[src/msw_pkg.sv]
// ----------------------------------------------------------------------------
// msw_pkg
// Constants, codes and types of the stopwatch table.
// ----------------------------------------------------------------------------
`timescale 1ns / 1ps

package msw_pkg;

    localparam int NUM_CLOCKS = 16;
    localparam int ADDR_W     = (NUM_CLOCKS > 1) ? $clog2(NUM_CLOCKS) : 1;
    localparam int CNT_W      = $clog2(NUM_CLOCKS + 1);

    localparam int TIME_W = 32;
    localparam int REQ_W  = 2;
    localparam int IDX_W  = 4;
    localparam int STAT_W = 2;

    localparam int APB_ADDR_W = 3;
    localparam int APB_DATA_W = 32;

    // Request codes.
    localparam logic [REQ_W-1:0] REQ_ALLOC     = 2'd0;
    localparam logic [REQ_W-1:0] REQ_QUERY     = 2'd1;
    localparam logic [REQ_W-1:0] REQ_RESET_ONE = 2'd2;
    localparam logic [REQ_W-1:0] REQ_RESET_ALL = 2'd3;

    // Status codes.
    localparam logic [STAT_W-1:0] STAT_OK      = 2'd0;
    localparam logic [STAT_W-1:0] STAT_UNALLOC = 2'd1;
    localparam logic [STAT_W-1:0] STAT_FULL    = 2'd2;

    // Register index, taken from paddr[2].
    localparam logic REG_MAX_SKEW = 1'b0;

    localparam logic [TIME_W-1:0] ELAPSED_MAX     = 32'h7FFF_FFFF;
    localparam logic [TIME_W-1:0] ELAPSED_INVALID = 32'hFFFF_FFFF;
    localparam logic [TIME_W-1:0] MAX_SKEW_RST    = 32'd3600;

    typedef logic [TIME_W-1:0] t_time;

    typedef enum logic {
        ST_IDLE,
        ST_EXEC
    } t_state;

endpackage

[src/msw_req_if.sv]
// ----------------------------------------------------------------------------
// msw_req_if
// Request channel of the stopwatch table.
// ----------------------------------------------------------------------------
`timescale 1ns / 1ps

interface msw_req_if;
    import msw_pkg::*;

    logic              valid;
    logic              ready;
    logic [REQ_W-1:0]  req_type;
    logic [TIME_W-1:0] now_sec;
    logic [IDX_W-1:0]  clock_index;
    logic              restart_after_read;

    modport source (
        output valid, req_type, now_sec, clock_index, restart_after_read,
        input  ready
    );

    modport sink (
        input  valid, req_type, now_sec, clock_index, restart_after_read,
        output ready
    );
endinterface

[src/msw_rsp_if.sv]
// ----------------------------------------------------------------------------
// msw_rsp_if
// Response channel of the stopwatch table.
// ----------------------------------------------------------------------------
`timescale 1ns / 1ps

interface msw_rsp_if;
    import msw_pkg::*;

    logic                     valid;
    logic                     ready;
    logic [IDX_W-1:0]         new_index;
    logic signed [TIME_W-1:0] elapsed_sec;
    logic [STAT_W-1:0]        status;
    logic                     skew_reset_done;

    modport source (
        output valid, new_index, elapsed_sec, status, skew_reset_done,
        input  ready
    );

    modport sink (
        input  valid, new_index, elapsed_sec, status, skew_reset_done,
        output ready
    );
endinterface

[src/multi_stopwatch_with_skew_reset_core.sv]
// A request is captured on acceptance, its start time is read from memory and
// the response is registered when the update state completes. A new request is
// taken only in the idle state, after the update and write-back of the last one.
// A response waiting on the output stalls the update state until it is taken.
// Reset (synchronous, active low) clears the count, last time, skew limit
// (to 3600) and the restart marks at once; no clearing pass is needed.
// ----------------------------------------------------------------------------
// multi_stopwatch_with_skew_reset_core
// Table of stopwatch start times with allocation, elapsed queries, single
// and global restarts, and a guard that restarts all clocks on time skew.
// ----------------------------------------------------------------------------
`timescale 1ns / 1ps

module multi_stopwatch_with_skew_reset_core (
    input  logic                               i_clk,
    input  logic                               i_rst_n,
    msw_req_if.sink                            i_req,
    msw_rsp_if.source                          o_rsp,
    input  logic                               psel,
    input  logic                               penable,
    input  logic                               pwrite,
    input  logic [msw_pkg::APB_ADDR_W-1:0]     paddr,
    input  logic [msw_pkg::APB_DATA_W-1:0]     pwdata,
    output logic [msw_pkg::APB_DATA_W-1:0]     prdata,
    output logic                               pready
);
    import msw_pkg::*;

    // Start-time memory.
    t_time             mem [NUM_CLOCKS];
    t_time             r_rd_data;
    logic [ADDR_W-1:0] rd_addr;
    logic              wr_en;
    logic [ADDR_W-1:0] wr_addr;

    // A set mark means the entry was restarted by a global restart and its
    // start time is r_all_time rather than the memory contents.
    logic [NUM_CLOCKS-1:0] r_stale, n_stale;
    t_time                 r_all_time, n_all_time;

    t_state            r_state, n_state;
    logic [CNT_W-1:0]  r_in_use, n_in_use;
    t_time             r_last, n_last;
    logic              r_seen, n_seen;
    t_time             r_max_skew;

    // Captured request.
    logic [REQ_W-1:0]  r_req_type;
    t_time             r_now;
    logic [IDX_W-1:0]  r_idx;
    logic              r_restart;

    // Output register.
    logic              r_out_valid, n_out_valid;
    logic [IDX_W-1:0]  r_out_index, n_out_index;
    t_time             r_out_elapsed, n_out_elapsed;
    logic [STAT_W-1:0] r_out_status, n_out_status;
    logic              r_out_skew, n_out_skew;

    logic              accept;
    logic              fire;
    logic              idx_valid;
    logic              skew;
    t_time             last_eff;
    t_time             start_eff;
    t_time             since_last;
    t_time             since_start;
    logic [ADDR_W-1:0] idx_addr;

    // Configuration port.
    assign pready = 1'b1;
    assign prdata = (paddr[2] == REG_MAX_SKEW) ? r_max_skew : '0;

    always_ff @(posedge i_clk) begin
        if (!i_rst_n) begin
            r_max_skew <= MAX_SKEW_RST;
        end else if (psel && penable && pwrite && (paddr[2] == REG_MAX_SKEW)) begin
            r_max_skew <= pwdata;
        end
    end

    assign accept        = i_req.valid && i_req.ready;
    assign i_req.ready   = (r_state == ST_IDLE);
    assign fire          = (r_state == ST_EXEC) && (!r_out_valid || o_rsp.ready);

    assign idx_addr    = ADDR_W'(r_idx);
    assign idx_valid   = (CNT_W'(r_idx) < r_in_use) && (32'(r_idx) < NUM_CLOCKS);
    assign last_eff    = r_seen ? r_last : r_now;
    assign since_last  = r_now - last_eff;
    assign skew        = (r_now < last_eff) || (since_last > r_max_skew);
    assign start_eff   = r_stale[idx_addr] ? r_all_time : r_rd_data;
    assign since_start = r_now - start_eff;

    // Keep the read address on the held request while in the update state
    // so that a stall sees current data.
    assign rd_addr = (r_state == ST_IDLE) ? ADDR_W'(i_req.clock_index) : idx_addr;

    always_ff @(posedge i_clk) begin
        if (wr_en) begin
            mem[wr_addr] <= r_now;
        end
        r_rd_data <= mem[rd_addr];
    end

    always_comb begin
        n_state       = r_state;
        n_in_use      = r_in_use;
        n_last        = r_last;
        n_seen        = r_seen;
        n_stale       = r_stale;
        n_all_time    = r_all_time;
        n_out_valid   = r_out_valid && !o_rsp.ready;
        n_out_index   = r_out_index;
        n_out_elapsed = r_out_elapsed;
        n_out_status  = r_out_status;
        n_out_skew    = r_out_skew;
        wr_en         = 1'b0;
        wr_addr       = idx_addr;

        case (r_state)
            ST_IDLE: begin
                if (accept) begin
                    n_state = ST_EXEC;
                end
            end
            ST_EXEC: begin
                if (fire) begin
                    n_state       = ST_IDLE;
                    n_seen        = 1'b1;
                    n_last        = last_eff;
                    n_out_valid   = 1'b1;
                    n_out_index   = '0;
                    n_out_elapsed = '0;
                    n_out_status  = STAT_OK;
                    n_out_skew    = 1'b0;
                    case (r_req_type)
                        REQ_ALLOC: begin
                            if (r_in_use < CNT_W'(NUM_CLOCKS)) begin
                                wr_en            = 1'b1;
                                wr_addr          = ADDR_W'(r_in_use);
                                n_stale[wr_addr] = 1'b0;
                                n_out_index      = IDX_W'(r_in_use);
                                n_in_use         = r_in_use + 1'b1;
                            end else begin
                                n_out_status = STAT_FULL;
                            end
                        end
                        REQ_QUERY: begin
                            n_last = r_now;
                            if (skew) begin
                                n_stale    = '1;
                                n_all_time = r_now;
                                n_out_skew = 1'b1;
                            end
                            if (idx_valid) begin
                                // After a skew restart the entry starts now.
                                if (skew || (r_now < start_eff)) begin
                                    n_out_elapsed = '0;
                                end else if (since_start[TIME_W-1]) begin
                                    n_out_elapsed = ELAPSED_MAX;
                                end else begin
                                    n_out_elapsed = since_start;
                                end
                                if (r_restart) begin
                                    wr_en             = 1'b1;
                                    n_stale[idx_addr] = 1'b0;
                                end
                            end else begin
                                n_out_elapsed = ELAPSED_INVALID;
                                n_out_status  = STAT_UNALLOC;
                            end
                        end
                        REQ_RESET_ONE: begin
                            if (idx_valid) begin
                                wr_en             = 1'b1;
                                n_stale[idx_addr] = 1'b0;
                            end else begin
                                n_out_status = STAT_UNALLOC;
                            end
                        end
                        REQ_RESET_ALL: begin
                            n_stale    = '1;
                            n_all_time = r_now;
                        end
                        default: begin
                        end
                    endcase
                end
            end
            default: begin
                n_state = ST_IDLE;
            end
        endcase
    end

    always_ff @(posedge i_clk) begin
        if (!i_rst_n) begin
            r_state     <= ST_IDLE;
            r_in_use    <= '0;
            r_last      <= '0;
            r_seen      <= 1'b0;
            r_stale     <= '0;
            r_out_valid <= 1'b0;
        end else begin
            r_state     <= n_state;
            r_in_use    <= n_in_use;
            r_last      <= n_last;
            r_seen      <= n_seen;
            r_stale     <= n_stale;
            r_out_valid <= n_out_valid;
        end
    end

    always_ff @(posedge i_clk) begin
        r_all_time    <= n_all_time;
        r_out_index   <= n_out_index;
        r_out_elapsed <= n_out_elapsed;
        r_out_status  <= n_out_status;
        r_out_skew    <= n_out_skew;
        if (accept) begin
            r_req_type <= i_req.req_type;
            r_now      <= i_req.now_sec;
            r_idx      <= i_req.clock_index;
            r_restart  <= i_req.restart_after_read;
        end
    end

    assign o_rsp.valid           = r_out_valid;
    assign o_rsp.new_index       = r_out_index;
    assign o_rsp.elapsed_sec     = $signed(r_out_elapsed);
    assign o_rsp.status          = r_out_status;
    assign o_rsp.skew_reset_done = r_out_skew;

endmodule

[src/flat_wrapper.sv]
// flat-port wrapper written by rule: the top's interface ports become plain ports
module multi_stopwatch_with_skew_reset_core_flat import msw_pkg::*;
  (i_clk, i_rst_n, psel, penable, pwrite, paddr, pwdata, prdata, pready, i_req_valid, i_req_req_type, i_req_now_sec, i_req_clock_index, i_req_restart_after_read, i_req_ready, o_rsp_valid, o_rsp_new_index, o_rsp_elapsed_sec, o_rsp_status, o_rsp_skew_reset_done, o_rsp_ready);
  msw_req_if i_req_i ();
  msw_rsp_if o_rsp_i ();
  input  logic i_clk;
  input  logic i_rst_n;
  input  logic psel;
  input  logic penable;
  input  logic pwrite;
  input  logic [msw_pkg::APB_ADDR_W-1:0] paddr;
  input  logic [msw_pkg::APB_DATA_W-1:0] pwdata;
  output logic [msw_pkg::APB_DATA_W-1:0] prdata;
  output logic pready;
  input wire logic [$bits(i_req_i.valid)-1:0] i_req_valid;
  input wire logic [$bits(i_req_i.req_type)-1:0] i_req_req_type;
  input wire logic [$bits(i_req_i.now_sec)-1:0] i_req_now_sec;
  input wire logic [$bits(i_req_i.clock_index)-1:0] i_req_clock_index;
  input wire logic [$bits(i_req_i.restart_after_read)-1:0] i_req_restart_after_read;
  output wire logic [$bits(i_req_i.ready)-1:0] i_req_ready;
  output wire logic [$bits(o_rsp_i.valid)-1:0] o_rsp_valid;
  output wire logic [$bits(o_rsp_i.new_index)-1:0] o_rsp_new_index;
  output wire logic [$bits(o_rsp_i.elapsed_sec)-1:0] o_rsp_elapsed_sec;
  output wire logic [$bits(o_rsp_i.status)-1:0] o_rsp_status;
  output wire logic [$bits(o_rsp_i.skew_reset_done)-1:0] o_rsp_skew_reset_done;
  input wire logic [$bits(o_rsp_i.ready)-1:0] o_rsp_ready;
  assign i_req_i.valid = i_req_valid;
  assign i_req_i.req_type = i_req_req_type;
  assign i_req_i.now_sec = i_req_now_sec;
  assign i_req_i.clock_index = i_req_clock_index;
  assign i_req_i.restart_after_read = i_req_restart_after_read;
  assign i_req_ready = i_req_i.ready;
  assign o_rsp_valid = o_rsp_i.valid;
  assign o_rsp_new_index = o_rsp_i.new_index;
  assign o_rsp_elapsed_sec = o_rsp_i.elapsed_sec;
  assign o_rsp_status = o_rsp_i.status;
  assign o_rsp_skew_reset_done = o_rsp_i.skew_reset_done;
  assign o_rsp_i.ready = o_rsp_ready;
  multi_stopwatch_with_skew_reset_core u_core (.i_clk(i_clk), .i_rst_n(i_rst_n), .i_req(i_req_i), .o_rsp(o_rsp_i), .psel(psel), .penable(penable), .pwrite(pwrite), .paddr(paddr), .pwdata(pwdata), .prdata(prdata), .pready(pready));
endmodule
[config.mk]
export PLATFORM = sky130hd
export DESIGN_NAME = multi_stopwatch_with_skew_reset_core_flat
export DESIGN_NICKNAME = d
export VERILOG_FILES = /design/src/msw_pkg.sv /design/src/msw_req_if.sv /design/src/msw_rsp_if.sv /design/src/multi_stopwatch_with_skew_reset_core.sv /design/src/flat_wrapper.sv
export SDC_FILE = /design/constraint.sdc
export NUM_CORES = 1
export LEC_CHECK = 0
export BUFFER_PORTS_ARGS = -buffer_cell sky130_fd_sc_hd__buf_2
export CAP_MARGIN = 25
export CORE_MARGIN = 5
export CORE_UTILIZATION = 45
export DETAILED_ROUTE_END_ITERATION = 16
export PLACE_DENSITY_LB_ADDON = 0.12
export SYNTH_ARGS = -nofsm -noshare
export SYNTH_HDL_FRONTEND = slang
export SYNTH_SLANG_ARGS = --single-unit
[constraint.sdc]
create_clock -name i_clk -period 9.85 [get_ports i_clk]
set_clock_uncertainty 0.1 [all_clocks]
set_input_delay 2.955 -clock i_clk [delete_from_list [all_inputs] [get_ports i_clk]]
set_output_delay 2.955 -clock i_clk [all_outputs]
set_load 0.05 [all_outputs]
==> run_results.csv, run 1 <==
group,metric,value,unit
routing,via_per_inst,5.716,
min_path,hold_depth,2,
timing,relSlewSlack,0.2831,
setup_path,ff2ff_setup_slack,2020,ps
synthesis,synth_cells,2300,
setup_path,endpoint,"u_core.r_all_time[25]",
clock_network,clockBufferDepth,3,
min_path,hp-class,"register to register",
grt,grt_pass1_vias,20290,
routing,ant_nets,0,
pwr,power_density,209.2,mW/mm2
synthesis,synth_edf_count,622,
pwr,p_sw_frac,0.2643,
routing,routed_wl,81.62,mm
setup_path,critical_path.max_stage_delay,780,ps
floorplanning,pin_count,155,
finish,syn2layout_area_growth,14.35,%
setup_path,worstPathArrival,7980,ps
routing,vias,19910,
pwr,p_leak,13.30,nW
place,dp_cells,3337,
pwr,vdd_drop_max,0.1292,mV
finish,fin_cells,3484,
clock_network,cts_root_buffer,"clkbuf_16",
timing,drv_slew,0,
routing,first_pass_iters,5,
setup_path,path_cells,"inv_1 -> o21ai_0 -> ha_1 -> nor2b_1 -> o31ai_1 -> a31oi_1 -> o211a_1 -> o21ai_0 -> nand4_1 -> a31o_2 -> a21oi_1 -> xnor2_1 -> ha_1 -> nand4_1 -> nor4_1 -> nand2_1 -> a21oi_1 -> nor4_1 -> o22ai_1 -> or2_1 -> nor2_1 -> nor3_2 -> buf_4",
floorplanning,core_area,0.07296,mm2
finish,antenna_cells,0,
floorplanning,dieHeight,281.3,um
setup_path,cp.depth,23,
timing,hold_slack,364.6,ps
floorplanning,rows,99,
place,hpwl,48.65,mm
synthesis,syn_nets,2491,
timing,finalCritPeriodShare,0.7951,
clock_network,insertion_delay,620,ps
synthesis,yosys_register_bits,742,
timing,fmax,127.7,MHz
place,portBuffers,151,
clock_network,htreeDepth,3,
pwr,pwr-share-comb,0.166,
place,gp_congestion,0.8746,
routing,drc,0,
finish,layout-drive-gt1-share,0.1952,
floorplanning,initial_core_util,0.4539,
clock_network,cts_resized,0,
synthesis,seq_area_frac_synth,0.6366,
timing,setup_viol,0,
synthesis,yosys_warnings,0,
setup_path,rr_endpoint,"u_core.r_all_time[25]",
setup_path,crit_path_end_kind,"register",
setup_path,reg2reg_depth,23,
synthesis,yosys-top-cells-area,"edfxtp_1 56%, mux4_2 9.0%, dfxtp_1 7.3%",
min_path,hp-start,"u_core.r_max_skew[13]",
pwr,clockPowerShare,0.384,
grt,grt.total_usage,0.2053,
timing,tightest_slew,1075,ps
setup_path,crit_buf_inv,2,
routing,first_iter_violations,1400,
setup_path,crit_path_start_kind,"register",
setup_path,slowest_stage,"edfxtp_1",
clock_network,cts_setup_buffers,0,
finish,final_common_cell,"edfxtp_1",
grt,gr-total-overflow,0,
pwr,power_frac_seq,0.450,
timing,hold_viol,0,
setup_path,crit_type,"register to register",
synthesis,synthFlopType,"edfxtp_1",
timing,tns,0,ps
floorplanning,die_x,281.3,um
pwr,internal_power,0.005827,W
synthesis,synth_area_per_cell,14.40,um2
clock_network,numCtsBuffers,80,
flow_run,cap_violations,0,
setup_path,crit_start,"u_core.r_now[0]",
floorplanning,dieArea,0.07911,mm2
setup_path,cp.required,10000,ps
synthesis,ys_types,67,
routing,post_drt_wl_per_cell,23.43,um
clock_network,cts_hold_buffers,0,
grt,grt_antenna_before_repair,0,
grt,grt_max_degree,89,
clock_network,cts.sinks,742,
timing,rsz0062_at_grt,"no",
synthesis,async_reset_ff_frac,0,
finish,fillers,6069,
setup_path,crit_family,"compound AO/OA/AOI/OAI gates",
run_status,status,"finished, final reports clean",
synthesis,syn-cell-area,0.03311,mm2
setup_path,path_max_fanout,32,
clock_network,clk_pin_slew_worst_paths,60,ps
synthesis,synth_top_area_frac,0.5641,
timing,fin_crit,7832,ps
synthesis,yosysTopAreaCell,"edfxtp_1",
setup_path,r2r_start,"u_core.r_now[0]",
finish,num-nets-final,2651,
finish,final_cell_mix,"622 x edfxtp_1, 264 x nand2_1, 151 x buf_2",
pwr,p_sw,0.002093,W
grt,grt_pass1_wl,124.1,mm
clock_network,cts_tree,"built",
==> power groups by stage <==
| stage | combinational [W] | clock [W] | sequential (W) |
|---|---|---|---|
| after floorplan | 0.000914 | 0 | 0.00364 |
| after global placement | 0.00129 | 0 | 0.00362 |
| after detailed placement | 0.00131 | 0 | 0.00363 |
| after CTS | 0.00132 | 0.00311 | 0.00356 |
| after global routing | 0.00144 | 0.00324 | 0.00357 |
| final | 0.00132 | 0.00304 | 0.00356 |
==> through the flow <==
| step | utilization | cell area, um2 | power (W) | worst slack [ps] |
|---|---|---|---|---|
| after floorplan | - | 33110 | 0.004557 | 2228 |
| after global placement | 0.4813 | 35120 | 0.004918 | 2117 |
| after detailed placement | 0.4825 | 35200 | 0.004937 | 1977 |
| after CTS | 0.5190 | 37870 | 0.007991 | 1947 |
| after global routing | 0.5190 | 37870 | 0.008260 | 1479 |
| final | 0.5190 | 37870 | 0.007921 | 2018 |
==> cells in the mapped netlist (all sizes together) (4+ instances only) <==
master  number
a211oi      45
a21boi      69
a21o        79
a21oi       71
a22oi        8
a31oi       71
a41oi        8
and2        47
and3        14
and4         4
buf         37
clkbuf      89
dfxtp      120
edfxtp     622
ha         108
inv         54
mux2i       67
mux4       133
nand2      264
nand2b      17
nand3       17
nand4       19
nor2        88
nor2b       16
nor3        14
nor4         4
o211ai      10
o21a         8
o21ai       62
o21bai       5
o31a        21
o31ai       10
o41ai        5
or2          4
xnor2       31
xor2        24
==> kinds of logic (layout without fill, tap and decap cells) <==
| kind of cell | Yosys count | after routing | synth area share |
|---|---|---|---|
| compound gates | 492 | 492 | 0.1017 |
| xor+xnor | 55 | 55 | 0.01455 |
| fa+ha+maj | 110 | 110 | 0.04202 |
| buf+inv | 181 | 406 | 0.02301 |
| flops | 742 | 742 | 0.6366 |
| mux | 202 | 202 | 0.1114 |
| other cells | 1 | 1 | 0.0001132 |
| simple gates | 517 | 517 | 0.07062 |
==> how the worst min path moves through the flow <==
stage                            end  slack, ps
4_1_cts        u_core.r_max_skew[19]        370
3_3_place_gp   u_core.r_max_skew[19]        350
2_1_floorplan      u_core.r_last[10]        340
5_1_grt        u_core.r_max_skew[19]        380
3_5_place_dp   u_core.r_max_skew[19]        360
6_report       u_core.r_max_skew[13]        360
==> worst reg2reg max path, cell delays in order (launching register included) <==
cell	delay, ps
edfxtp_1	780
inv_1	290
o21ai_0	240
ha_1	220
nor2b_1	80
o31ai_1	290
a31oi_1	220
o211a_1	250
o21ai_0	440
nand4_1	260
a31o_2	310
a21oi_1	200
xnor2_1	100
ha_1	300
nand4_1	180
nor4_1	620
nand2_1	150
a21oi_1	230
nor4_1	80
o22ai_1	570
or2_1	760
nor2_1	140
nor3_2	140
buf_4	470
==> per-layer routing <==
metal	vias to the layer above	wire [um]	GRT usage
li1	9210	-	-
met1	10030	37770	0.2993
met2	563	37950	0.3307
met3	110	4464	0.03198
met4	0	1434	0.04610
met5	-	0	0
==> state kept, by name (all words and copies together) (netlist names) <==
name,flops
u_core.o_rsp.new_index,4
u_core.r_last,32
u_core.r_seen,1
u_core.r_now,32
u_core.o_rsp.elapsed_sec,32
u_core.r_rd_data,32
u_core.mem,512
u_core.r_max_skew,32
u_core.o_rsp.status,2
u_core.o_rsp.skew_reset_done,1
u_core.r_in_use,5
u_core.r_all_time,32
u_core.o_rsp.valid,1
u_core.r_state,1
u_core.r_stale,16
u_core.r_req_type,2
u_core.r_restart,1
u_core.idx_addr,4
==> layout make-up <==
cell class | count | area, um2 | area share
repair buffers | 204 | 1234 | 0.03258
well taps | 959 | 1200 | 0.03169
inverters | 55 | 206.4 | 0.005452
clock inverters | 39 | 442.9 | 0.01170
flip-flops and latches | 742 | 21080 | 0.5568
clock buffers | 108 | 2221 | 0.05865
multi-input cells | 1377 | 11480 | 0.3032
Note: power is estimated with default switching activity, not from simulation.
==> inputs of run 2 (changes only) <==
- clock period: 9.85 -> 7.85 ns (I/O delays scaled with it)
==> run 2 against run 1 <==
Against the previous run:
- final area increased by 0.18%
- hold slack got worse by 2.4 ps
- non-clock buffer count increased by 9
==> run_results.csv, run 2 (synthesized netlist as in run 1, its figures left out) <==
group,metric,value,unit
finish,fin_area,0.03793,mm2
routing,via_per_inst,5.759,
setup_path,crit_type,"register to register",
finish,largest-register,"u_core.mem",
finish,utilization,0.5199,
finish,syn2layout_area_growth,14.55,%
routing,drc,0,
grt,grt_pass1_vias,20730,
timing,drv_slew,0,
setup_path,worstPathArrival,7310,ps
floorplanning,dieArea,0.07911,mm2
finish,largest_register_ffs,512,
routing,ant_nets,0,
setup_path,endpoint,"u_core.r_all_time[18]",
timing,finalCritPeriodShare,0.8991,
setup_path,reg2reg_depth,23,
timing,hold_viol,0,
floorplanning,pin_count,155,
grt,grt_pass1_wl,126.0,mm
clock_network,cts_tree,"built",
timing,relSlewSlack,0.3393,
routing,first_iter_violations,1536,
timing,tns,0,ps
setup_path,r2r_start,"u_core.r_seen",
setup_path,crit_path_start_kind,"register",
finish,fin_cells,3497,
min_path,hp-class,"register to register",
pwr,vdd_drop_max,0.1594,mV
finish,num-nets-final,2661,
floorplanning,core_area,0.07296,mm2
routing,post_drt_wl_per_cell,23.61,um
setup_path,path_max_fanout,32,
place,placed_cell_area,0.03527,mm2
setup_path,rr_endpoint,"u_core.r_all_time[18]",
floorplanning,die_x,281.3,um
timing,fin_ws,791.9,ps
finish,final_cell_mix,"622 x edfxtp_1, 264 x nand2_1, 151 x buf_2",
place,gp_congestion,0.8595,
finish,final_common_cell,"edfxtp_1",
finish,antenna_cells,0,
routing,first_pass_iters,5,
routing,routed_wl,82.57,mm
grt,gr-total-overflow,0,
clock_network,clockBufferDepth,3,
setup_path,crit_path_end_kind,"register",
clock_network,numCtsBuffers,81,
place,dp_cells,3345,
clock_network,htreeDepth,3,
clock_network,insertion_delay,630,ps
place,portBuffers,151,
clock_network,cts_hold_buffers,0,
setup_path,crit_start,"u_core.r_seen",
timing,fin_crit,7058,ps
floorplanning,dieHeight,281.3,um
floorplanning,initial_core_util,0.4539,
floorplanning,rows,99,
place,dp_slack,909.3,ps
grt,grt_max_degree,89,
clock_network,cts_resized,0,
routing,vias,20140,
timing,rsz0062_at_grt,"no",
clock_network,cts_root_buffer,"clkbuf_16",
clock_network,cts_setup_buffers,0,
pwr,p_leak,13.35,nW
grt,grt_antenna_before_repair,0,
flow_run,cap_violations,0,
clock_network,cts.sinks,742,
finish,layout-drive-gt1-share,0.1978,
timing,fmax,141.7,MHz
timing,setup_viol,0,
timing,tightest_slew,991.0,ps
pwr,power_density,261.0,mW/mm2
setup_path,cp.required,8110,ps
clock_network,clk_pin_slew_worst_paths,60,ps
place,hpwl,50.81,mm
setup_path,ff2ff_setup_slack,790,ps
run_status,status,"finished, final reports clean",
finish,fillers,6053,
grt,grt.total_usage,0.2092,
-- run 2: changes by cell type in the layout (fill, tap and decap cells not counted), sizes merged --
cell      before  now
clkinvlp       4    0
buf          204  213
bufinv         9    5
clkbuf       108  112
clkinv        25   31
inv           56   58
-- run 2: stage by stage --
step | power [W] | hold slack, ps
finish | 0.009899 | 362.2
CTS | 0.009986 | 366.3
global route | 0.01034 | 387.5
floorplan | 0.005718 | 343.1
global placement | 0.006208 | 351.2
detailed placement | 0.006228 | 358.4
-- run 2: cell type report --
cell class | instances | area [um2] | share of cell area
Clock buffer | 112 | 2266 | 0.05974
Sequential cell | 742 | 21080 | 0.5558
Tap cell | 959 | 1200 | 0.03163
Timing Repair Buffer | 213 | 1324 | 0.03490
Inverter | 55 | 206.4 | 0.005443
Multi-Input combinational cell | 1377 | 11480 | 0.3026
Clock inverter | 39 | 374.1 | 0.009863
-- run 2: worst min-delay path by stage --
stage / depth (start not counted) / startpoint / end / slack, ps
after CTS: 2 / u_core.r_max_skew[23] / u_core.r_max_skew[23] / 370
after global placement: 2 / u_core.r_max_skew[19] / u_core.r_max_skew[19] / 350
after floorplan: 2 / u_core.r_last[10] / u_core.r_last[10] / 340
final: 2 / u_core.r_max_skew[23] / u_core.r_max_skew[23] / 360
after detailed placement: 2 / u_core.r_max_skew[23] / u_core.r_max_skew[23] / 360
after global routing: 2 / u_core.r_max_skew[22] / u_core.r_max_skew[22] / 390
-- run 2: critical path: stages (launching register included) --
cell,delay [ps]
dfxtp_2,680
inv_1,160
a21boi_0,280
ha_1,280
nor2b_1,140
o31ai_1,340
a31oi_1,230
o211a_1,260
o21ai_0,500
nand4_1,280
a31o_2,320
a21oi_1,190
xnor2_1,100
ha_1,310
nand4_1,170
nor4_1,600
nand2_1,170
nor4_1,510
o22ai_1,200
buf_4,210
or2_1,270
nor2_1,170
nor3_2,80
buf_12,200
-- run 2: power breakdown --
part | leakage, nW | internal, W | switching, W
Combinational | 5.41 | 0.000655 | 0.00103
Sequential | 6.63 | 0.00438 | 0.0000885
Clock | 1.30 | 0.00220 | 0.00155
-- run 2: metal layers --
layer / up-vias / share of wire / wire length [um] / global-route usage
li1: 9233 / - / - / -
met1: 10200 / 0.45 / 37000 / 0.2946
met2: 574 / 0.48 / 39270 / 0.3422
met3: 131 / 0.052 / 4267 / 0.03115
met4: 0 / 0.025 / 2042 / 0.06172
met5: - / 0 / 0 / 0
==> inputs of run 3 (changes only) <==
- CTS_BUF_LIST: not set -> sky130_fd_sc_hd__clkbuf_8
==> run 3 against run 2 <==
Against the previous run:
- hold slack improved by 0.53 ps
- non-clock buffer count stayed put
- count of clock-buffer cells in the layout is 23 higher
- clock power fell by 14%
- worst setup slack got worse by 19 ps
- global-route usage is essentially flat
- die area is the same
- core utilization fell by 0.36 points
- largest cell class unchanged
- highest routed layer unchanged
==> run_results.csv, run 3 (synthesized netlist as in run 1, its figures left out) <==
group,metric,value,unit
timing,drv_slew,0,
setup_path,crit_path_end_kind,"register",
pwr,power,0.009393,W
pwr,power_density,249.4,mW/mm2
place,portBuffers,151,
timing,relSlewSlack,0.3464,
timing,setup_viol,0,
clock_network,cts_setup_buffers,0,
clock_network,numCtsBuffers,119,
clock_network,clockBufferDepth,3,
setup_path,slowest_stage,"dfxtp_2",
finish,fillers,6153,
place,gp_congestion,0.8595,
routing,first_iter_violations,1697,
grt,grt_antenna_before_repair,2,
finish,final_common_cell,"edfxtp_1",
place,hpwl,50.81,mm
floorplanning,initial_core_util,0.4539,
routing,ant_nets,0,
timing,hold_viol,0,
floorplanning,die_x,281.3,um
min_path,hp-class,"register to register",
routing,wl_met1,36.56,mm
setup_path,path_max_fanout,32,
setup_path,crit_path_start_kind,"register",
routing,post_drt_wl_per_cell,23.14,um
timing,tns,0,ps
floorplanning,core_area,0.07296,mm2
setup_path,path_cells,"inv_1 -> a21boi_0 -> ha_1 -> nor2b_1 -> o31ai_1 -> a31oi_1 -> o211a_1 -> o21ai_0 -> nand4_1 -> a31o_2 -> a21oi_1 -> xnor2_1 -> ha_1 -> nand4_1 -> nor4_1 -> nand2_1 -> nor4_1 -> o22ai_1 -> buf_4 -> or2_1 -> nor2_1 -> nor3_2 -> buf_12",
grt,grt_max_degree,89,
clock_network,cts_root_buffer,"clkbuf_8",
timing,rsz0062_at_grt,"no",
clock_network,htreeDepth,3,
finish,layout-drive-gt1-share,0.2062,
clock_network,clk_pin_slew_worst_paths,60,ps
timing,tightest_slew,980.3,ps
routing,maxUsedRoutingLayer,"met4",
grt,grt_pass1_vias,21030,
clock_network,insertion_delay,730,ps
floorplanning,dieArea,0.07911,mm2
clock_network,cts_resized,0,
flow_run,cap_violations,0,
routing,routed-wl-met3,4.869,mm
routing,vias,20260,
grt,grt_pass1_wl,126.4,mm
setup_path,worstPathArrival,7410,ps
run_status,status,"finished, final reports clean",
routing,wl_met2,39.20,mm
clock_network,cts_hold_buffers,0,
finish,syn2layout_area_growth,13.75,%
floorplanning,rows,99,
routing,drc,0,
finish,final_cell_mix,"622 x edfxtp_1, 264 x nand2_1, 151 x buf_2",
grt,grt.total_usage,0.2094,
timing,finalCritPeriodShare,0.9015,
routing,via_per_inst,5.665,
setup_path,crit_type,"register to register",
finish,largest-register,"u_core.mem",
setup_path,critical_path.max_stage_delay,680,ps
finish,largest_register_ffs,512,
routing,first_pass_iters,7,
floorplanning,pin_count,155,
finish,num-nets-final,2699,
routing,routed_wl,82.75,mm
timing,fmax,141.3,MHz
timing,fin_crit,7077,ps
pwr,vdd_drop_max,0.1197,mV
clock_network,cts.sinks,742,
floorplanning,dieHeight,281.3,um
grt,gr-total-overflow,0,
pwr,p_leak,13.47,nW
setup_path,cp.required,8180,ps
clock_network,cts_tree,"built",
## run 3: layer usage
| metal | GRT usage | up-vias |
|---|---|---|
| li1 | - | 9312 |
| met1 | 0.2914 | 10160 |
| met2 | 0.3407 | 646 |
| met3 | 0.03638 | 139 |
| met4 | 0.06547 | 0 |
| met5 | 0 | - |
## run 3: through the flow
stage          instance area [um2]  setup slack [ps]  std cells  hold WS (ps)  utilization
2_1_floorplan                33110             227.7       2300         343.1            -
3_3_place_gp                 35230              1021       3343         351.2       0.4829
3_5_place_dp                 35270             909.3       3345         358.4       0.4834
4_1_cts                      37640             821.5       3572         367.3       0.5159
5_1_grt                      37660             358.8       3575         388.1       0.5162
6_report                     37670             773.1       3576         362.7       0.5163
## run 3: final timing paths
path	slack (ps)	cells past startpoint	start	to
setup / recovery	770	23	u_core.r_seen	u_core.r_all_time[19]
hold / removal	360	2	u_core.r_max_skew[24]	u_core.r_max_skew[24]
setup reg to reg	770	23	u_core.r_seen	u_core.r_all_time[19]
hold reg to reg	360	2	u_core.r_max_skew[24]	u_core.r_max_skew[24]
## run 3: critical path, delay by kind of cell (launching register included)
family          cells  cell delay (ps)
simple gates        9             2390
flops               1              680
buf+inv             3              570
fa+ha+maj           2              590
compound gates      8             2310
xor+xnor            1              100
## run 3: cell type report
type	instances	area (um2)	area share
well taps	959	1200	0.03186
diodes	3	7.507	0.0001993
repair buffers	213	1324	0.03514
inverters	55	206.4	0.005481
flip-flops and latches	742	21080	0.5597
clock buffers	135	1858	0.04933
clock inverters	92	510.5	0.01355
multi-input cells	1377	11480	0.3048
## run 3: report_power, final
| part | switching (W) | leakage [nW] | internal (W) | total [W] |
|---|---|---|---|---|
| clock network | 0.00150 | 1.42 | 0.00173 | 0.00323 |
| logic | 0.00103 | 5.41 | 0.000655 | 0.00169 |
| registers | 0.0000887 | 6.63 | 0.00438 | 0.00447 |
| total | 0.00262 | 13.5 | 0.00677 | 0.00939 |
